`src/sv/assert_macros.svh`:
```
// Assertion macros used by the top level of the top-k insertion block.
`ifndef ASSERT_MACROS_SVH
`define ASSERT_MACROS_SVH
`ifndef SYNTHESIS
// Checks a property at every rising clock edge outside reset.
`define ASSERT_AT(lbl, clk, rstn, prop, msg) \
    lbl: assert property (@(posedge clk) disable iff (!rstn) (prop)) else $error(msg);
// Checks that a condition never holds outside reset.
`define ASSERT_NEVER(lbl, clk, rstn, cond, msg) \
    `ASSERT_AT(lbl, clk, rstn, !(cond), msg)
`else
`define ASSERT_AT(lbl, clk, rstn, prop, msg)
`define ASSERT_NEVER(lbl, clk, rstn, cond, msg)
`endif
`endif

```
`src/sv/stk_pkg.sv`:
```
// Package with the payload, link and control types of the top-k insertion block.
package stk_pkg;

    localparam int SCORE_W = 16;
    localparam int LIST_IDX_W = 2;
    localparam int POSITION_W = 4;

    typedef logic [SCORE_W-1:0] score_t;

    typedef struct packed {
        logic [LIST_IDX_W-1:0] list_index;
        score_t                score;
    } stk_in_t;

    typedef struct packed {
        logic [POSITION_W-1:0] position;
        logic                  kept;
    } stk_out_t;

    // What one cell hands to the next: its entry for the selected list and
    // whether that entry is greater than the offered score.
    typedef struct packed {
        score_t entry;
        logic   gt;
    } stk_link_t;

    // Broadcast to every cell of the chain.
    typedef struct packed {
        logic    wr_en;
        stk_in_t req;
    } stk_cell_ctl_t;

endpackage

```
`src/sv/sorted_top_k_insert.sv`:
```
// Top level of the sorted top-k insertion block: request control and cell chain.
//
// The block keeps NUM_LISTS ascending lists of LIST_DEPTH 16-bit scores. A
// request on the s_ channel names a list and offers a score; the score goes in
// after every entry less than or equal to it, larger entries move down one
// rank and the last entry of the list falls off.
// Each request yields exactly one result on the m_ channel: the rank at which
// the score was placed and a kept flag. When the score is not kept, or the
// list index names no list, position equals LIST_DEPTH (modulo 16) and kept
// is low, and the lists are left as they were.
// A request is taken into a holding register; once the output register can
// take a result, the chain of rank cells reads the selected list, compares
// and writes the shifted list back, while the result is loaded into the
// output register. A new request is accepted only once the held one has
// been processed by the read-compare-write pass.
// A waiting result does not block the next request from being taken; only
// its processing waits until the output register is free.
// At reset every entry of every list holds EMPTY_MARK and both channels are
// idle; the block is ready for requests in the first cycle after reset.
`include "assert_macros.svh"

module sorted_top_k_insert #(
    parameter int NUM_LISTS  = 4,
    parameter int LIST_DEPTH = 8,
    parameter int EMPTY_MARK = 1000
) (
    input  logic              aclk,
    input  logic              aresetn,
    input  logic              s_valid,
    output logic              s_ready,
    input  stk_pkg::stk_in_t  s_data,
    output logic              m_valid,
    input  logic              m_ready,
    output stk_pkg::stk_out_t m_data
);

    localparam int POS_W = $clog2(LIST_DEPTH + 1);

    // Request holding register and busy flag.
    logic              busy_reg, busy_next;
    stk_pkg::stk_in_t  req_reg;

    // Output register.
    logic              out_valid_reg, out_valid_next;
    stk_pkg::stk_out_t out_reg, out_next;

    logic                   fire;
    logic                   in_range;
    stk_pkg::stk_cell_ctl_t ctl;
    stk_pkg::stk_link_t     links [LIST_DEPTH+1];
    logic [LIST_DEPTH-1:0]  first;
    logic [POS_W-1:0]       pos_or;
    logic [POS_W-1:0]       pos;

    assign s_ready  = !busy_reg;
    // The held request is processed once the output register can take its
    // result.
    assign fire     = busy_reg && (!out_valid_reg || m_ready);
    assign in_range = 32'(req_reg.list_index) < 32'(NUM_LISTS);

    assign ctl.wr_en = fire && in_range;
    assign ctl.req   = req_reg;

    // The head of the chain sees no greater entry ahead of it.
    assign links[0].entry = '0;
    assign links[0].gt    = 1'b0;

    for (genvar k = 0; k < LIST_DEPTH; k++) begin : g_cell
        stk_cell #(
            .NUM_LISTS (NUM_LISTS),
            .EMPTY_MARK(EMPTY_MARK)
        ) u_cell (
            .aclk   (aclk),
            .aresetn(aresetn),
            .ctl    (ctl),
            .prev   (links[k]),
            .link   (links[k+1])
        );
        // The list is sorted, so the greater flags form a tail; its first
        // bit marks the insert rank.
        assign first[k] = links[k+1].gt && !links[k].gt;
    end

    always_comb begin
        pos_or = '0;
        for (int k = 0; k < LIST_DEPTH; k++) begin
            if (first[k]) begin
                pos_or = pos_or | POS_W'(k);
            end
        end
        if (in_range && (|first)) begin
            pos = pos_or;
        end else begin
            pos = POS_W'(LIST_DEPTH);
        end
    end

    always_comb begin
        busy_next      = busy_reg;
        out_valid_next = out_valid_reg;
        out_next       = out_reg;
        if (m_valid && m_ready) begin
            out_valid_next = 1'b0;
        end
        if (fire) begin
            busy_next         = 1'b0;
            out_valid_next    = 1'b1;
            out_next.position = stk_pkg::POSITION_W'(pos);
            out_next.kept     = in_range && (|first);
        end
        if (s_valid && s_ready) begin
            busy_next = 1'b1;
        end
    end

    always_ff @(posedge aclk) begin
        if (!aresetn) begin
            busy_reg      <= 1'b0;
            out_valid_reg <= 1'b0;
        end else begin
            busy_reg      <= busy_next;
            out_valid_reg <= out_valid_next;
        end
    end

    always_ff @(posedge aclk) begin
        if (s_valid && s_ready) begin
            req_reg <= s_data;
        end
        out_reg <= out_next;
    end

    assign m_valid = out_valid_reg;
    assign m_data  = out_reg;

    // A processed request always leaves a result in the output register.
    `ASSERT_AT(a_fire_gives_result, aclk, aresetn,
        fire |=> m_valid,
        "processed request lost its result")
    // A new result only appears after a request was held.
    `ASSERT_AT(a_result_from_request, aclk, aresetn,
        $rose(m_valid) |-> $past(busy_reg),
        "result without request")
    // A score that is not kept reports the list depth.
    `ASSERT_AT(a_not_kept_pos, aclk, aresetn,
        (m_valid && !m_data.kept) |-> (m_data.position == stk_pkg::POSITION_W'(LIST_DEPTH)),
        "bad position for a dropped score")
    // A held request waits while the output register is still occupied.
    `ASSERT_AT(a_hold_on_stall, aclk, aresetn,
        (busy_reg && m_valid && !m_ready) |=> busy_reg,
        "request dropped while result waits")

endmodule

```
`src/sv/stk_cell.sv`:
```
// One rank of the chain: holds that rank's entry of every list.
module stk_cell #(
    parameter int NUM_LISTS  = 4,
    parameter int EMPTY_MARK = 1000
) (
    input  logic                  aclk,
    input  logic                  aresetn,
    input  stk_pkg::stk_cell_ctl_t ctl,
    input  stk_pkg::stk_link_t    prev,
    output stk_pkg::stk_link_t    link
);

    localparam int LIST_W = (NUM_LISTS > 1) ? $clog2(NUM_LISTS) : 1;

    stk_pkg::score_t   row_reg [NUM_LISTS];
    stk_pkg::score_t   entry_next;
    stk_pkg::score_t   cur;
    logic [LIST_W-1:0] idx;
    logic              gt;

    assign idx = LIST_W'(ctl.req.list_index);
    assign cur = row_reg[idx];
    assign gt  = cur > ctl.req.score;

    // A greater entry ahead of us means the whole tail moves down a rank;
    // otherwise the first greater entry is where the new score lands.
    always_comb begin
        if (prev.gt) begin
            entry_next = prev.entry;
        end else if (gt) begin
            entry_next = ctl.req.score;
        end else begin
            entry_next = cur;
        end
    end

    always_ff @(posedge aclk) begin
        if (!aresetn) begin
            for (int i = 0; i < NUM_LISTS; i++) begin
                row_reg[i] <= stk_pkg::SCORE_W'(EMPTY_MARK);
            end
        end else if (ctl.wr_en) begin
            row_reg[idx] <= entry_next;
        end
    end

    assign link.entry = cur;
    assign link.gt    = gt;

endmodule

```
`config.mk`:
```
export PLATFORM = sky130hd
export DESIGN_NAME = sorted_top_k_insert
export DESIGN_NICKNAME = d
export VERILOG_FILES = /design/src/sv/stk_pkg.sv /design/src/sv/sorted_top_k_insert.sv /design/src/sv/stk_cell.sv
export VERILOG_INCLUDE_DIRS = /design/src /design/src/sv
export SDC_FILE = /design/constraint.sdc
export NUM_CORES = 1
export LEC_CHECK = 0
export BUFFER_PORTS_ARGS = -buffer_cell sky130_fd_sc_hd__buf_4
export CAP_MARGIN = 20
export CORE_MARGIN = 2
export CORE_UTILIZATION = 35
export CTS_CLUSTER_DIAMETER = 100
export DETAILED_ROUTE_END_ITERATION = 8
export SYNTH_ARGS = -nofsm -noshare
export SYNTH_HDL_FRONTEND = slang
export SYNTH_SLANG_ARGS = --single-unit
```
`constraint.sdc`:
```
create_clock -name aclk -period 6.5 [get_ports aclk]
set_input_delay 0.325 -clock aclk [delete_from_list [all_inputs] [get_ports aclk]]
set_output_delay 0.325 -clock aclk [all_outputs]
set_load 0.01 [all_outputs]
```
==> flow_metrics.py <==
metrics = {
    "route": {
        "vias_per_cell": 6.00,
        "dr.pass1.iters": 6,
        "avgRoutedWirePerCell_microns": 25.4,
        "routed_wl_microns": 84700,
        "drc": 0,
        "postRouteAntennaNets": 0,
        "drt_iter0_drc": 2084,
        "num_vias": 20000,
    },
    "synthesis": {
        "netlist_area_sq_um": 28900,
        "synth-xor-area-share_pct": 0,
        "async_flop_share_pct": 0,
        "synth_top_family_by_area": "multiplexers",
        "yosysWarnings": 0,
        "synthesis.nets": 2380,
        "muxShareOfSynthArea_pct": 12.7,
        "syn_avg_cell_area_sq_um": 12.9,
        "synth_top_area_share_pct": 55.7,
        "synthDistinctLibCells": 58,
        "synth_area_leaders": "edfxtp_1 (56%), mux4_2 (9.1%), ha_1 (5.5%)",
        "synth-edff-count": 535,
        "ys_ff_latch": 539,
        "synth_cells": 2230,
        "post-synth-top-area-cell": "edfxtp_1",
        "ys_seq_area_share_pct": 55.9,
        "synth_compound_area_share_pct": 11.7,
        "synthAdderAreaFrac_pct": 5.55,
        "ys.flop_type": "edfxtp_1",
        "synth-simple-area-share_pct": 10.7,
    },
    "worst_setup_path": {
        "r2r_slack_ns": 1.41,
        "start_kind": "flip-flop",
        "crit_slowest_cell": "dfxtp_4",
        "path_buf_inv": 3,
        "required_ns": 6.92,
        "path_class": "flip-flop to flip-flop",
        "crit_path_end_kind": "flip-flop",
        "path_cells": "buf_12 -> mux4_2 -> ha_1 -> nand4_1 -> nor4_4 -> nor2_2 -> nor2_4 -> buf_4 -> buf_4 -> nor2_1 -> a211oi_1",
        "cpMostUsedCell": "buf_4",
        "worstPathMaxFanout": 52,
        "cp_top_family": "buffers and inverters",
        "arrival_ns": 5.51,
        "max_stage_delay_ns": 0.81,
    },
    "clock_tree": {
        "cts_buffer_depth": 3,
        "clk_pin_slew_ns": 0.06,
        "clkSinkCount": 539,
        "clockRootBuffer": "clkbuf_16",
        "cts_tree": "yes",
        "cts_resized": 0,
        "clkLatencyLatePin_ns": 0.63,
        "cts-htree-levels": 2,
        "cts_buffers": 59,
    },
    "die": {
        "start_util_pct": 35.3,
        "row_count": 105,
        "die-area_sq_um": 84800,
        "die_w_microns": 291,
        "pin_count": 29,
        "fp.dieH_microns": 291,
        "core_region_area_sq_um": 81800,
    },
    "global_routing": {
        "grt_pass1_wl_microns": 127000,
        "grt_pass1_vias": 20500,
        "overflow": 0,
        "grt_max_degree": 70,
        "grt_usage_pct": 19.7,
        "antenna_found_initial": 0,
    },
    "finish": {
        "layout-drive-gt1-share_pct": 16.8,
        "antenna_cells": 0,
        "largest_reg_flops": 512,
        "utilization_pct": 39.6,
        "most-common-layout-cells": "edfxtp_1 (535), nor3_1 (182), a21oi_1 (169)",
        "mostFrequentLayoutCell": "edfxtp_1",
        "fin_nets": 2369,
        "syn_to_final_growth_pct": 12.2,
        "fillers": 7587,
    },
    "job": {
        "maxCapViolCount": 0,
    },
    "sta": {
        "slew_violations": 0,
        "worst_slew_pin_slew_ns": 1.06,
        "clock_skew_ns": 0.0283,
        "hold_viol": 0,
        "fmax_mhz": 196,
        "finalCriticalPeriod_ns": 5.09,
        "whs_ns": 0.0876,
        "rsz0062_at_grt": "false",
        "maxSlewHeadroom_pct": 29.3,
        "setup_viol": 0,
        "finalCritPeriodShare_pct": 78.4,
        "tns_ns": 0,
    },
    "pwr": {
        "powerDensity_nw_per_um2": 286,
        "seqPwrFrac_pct": 43.8,
        "p_int_w": 0.00645,
        "power_frac_clock_pct": 35.6,
        "p_comb_share_pct": 20.6,
        "power_leakage_nw": 10.6,
        "p_total_w": 0.00926,
        "p_switching_w": 0.00281,
        "p_sw_share_pct": 30.3,
        "ir_drop_mv": 0.219,
    },
    "place": {
        "gp_congestion": 0.857,
        "dpl.hpwl_microns": 53100,
        "io_buffers": 28,
    },
    "min_path": {
        "hold_class": "input pin to flip-flop",
    },
    "run_status": {
        "outcome": "finished clean",
    },
}
==> path summary, 6_finish.rpt <==
check                               start                             end  depth (start not counted)
worst max-delay path            flip-flop  g_cell[4].u_cell.row_reg[1][0]                         11
worst min register to register    m_valid                         m_valid                          2
worst min-delay path              aresetn                        busy_reg                          3
worst max register to register  flip-flop  g_cell[4].u_cell.row_reg[1][0]                         11
==> per-layer routing <==
layer	vias up	track usage, %	part of all wire [%]
met2	932	32.1	47
met4	0	7.94	4.2
li1	8811	-	-
met5	-	0	0
met1	10100	26.5	41
met3	188	2.76	7.7
==> power by group through the flow <==
stage	clock network, W	logic, W	registers [W]
after CTS	0.00333	0.00188	0.00406
final	0.00329	0.00191	0.00406
after detailed placement	0	0.00187	0.00413
after global routing	0.00345	0.00205	0.00407
after floorplan	0	0.00136	0.00410
after global placement	0	0.00182	0.00412
==> through the flow <==
step	setup slack (ns)	cells	area (sq um)
after global placement	1.52	3205	30200
after detailed placement	1.44	3206	30300
after global routing	1.09	3340	32400
after CTS	1.42	3338	32300
after floorplan	1.44	2230	28900
final	1.41	3340	32400
==> synth_stat cells (all sizes together), types with 6 or more instances <==
cell,count
edfxtp,535
nor3,183
a21oi,170
a211oi,160
nor2,148
nand2,132
ha,128
mux4,116
clkbuf,102
mux2i,89
buf,72
inv,56
nand3,55
o21ai,52
and2,44
nand4,33
o32ai,18
mux2,14
a21boi,13
o22ai,13
o31ai,11
a31oi,10
a31o,9
nor4,9
a221oi,8
nor2b,7
o211ai,7
a21o,6
==> cell families after synthesis <==
logic type / Yosys count
adder cells (fa/ha/maj): 128
buffers and inverters: 230
AO/OA/AOI/OAI: 490
multiplexers: 219
AND/OR/NAND/NOR: 624
flip-flops: 539
==> final cells by class <==
class	instances	area [sq um]	share of cell area [%]
Inverter	56	210	0.649
Clock inverter	35	292	0.900
Timing Repair Buffer	102	981	3.03
Tap cell	1070	1340	4.13
Multi-Input combinational cell	1461	11800	36.5
Clock buffer	77	1570	4.86
Sequential cell	539	16200	49.9
==> what timing repair did <==
action                                 in CTS  in global routing
endpoints found under the hold margin      22                  0
hold buffers                               20                  0
buffers inserted                            0                  0
==> tightest hold or removal path: stages <==
cell and delay (ns):
buf_4 0.19, o21ai_0 0.10, nor2_1 0.04
No activity file was read; power rests on OpenSTA's default activity.
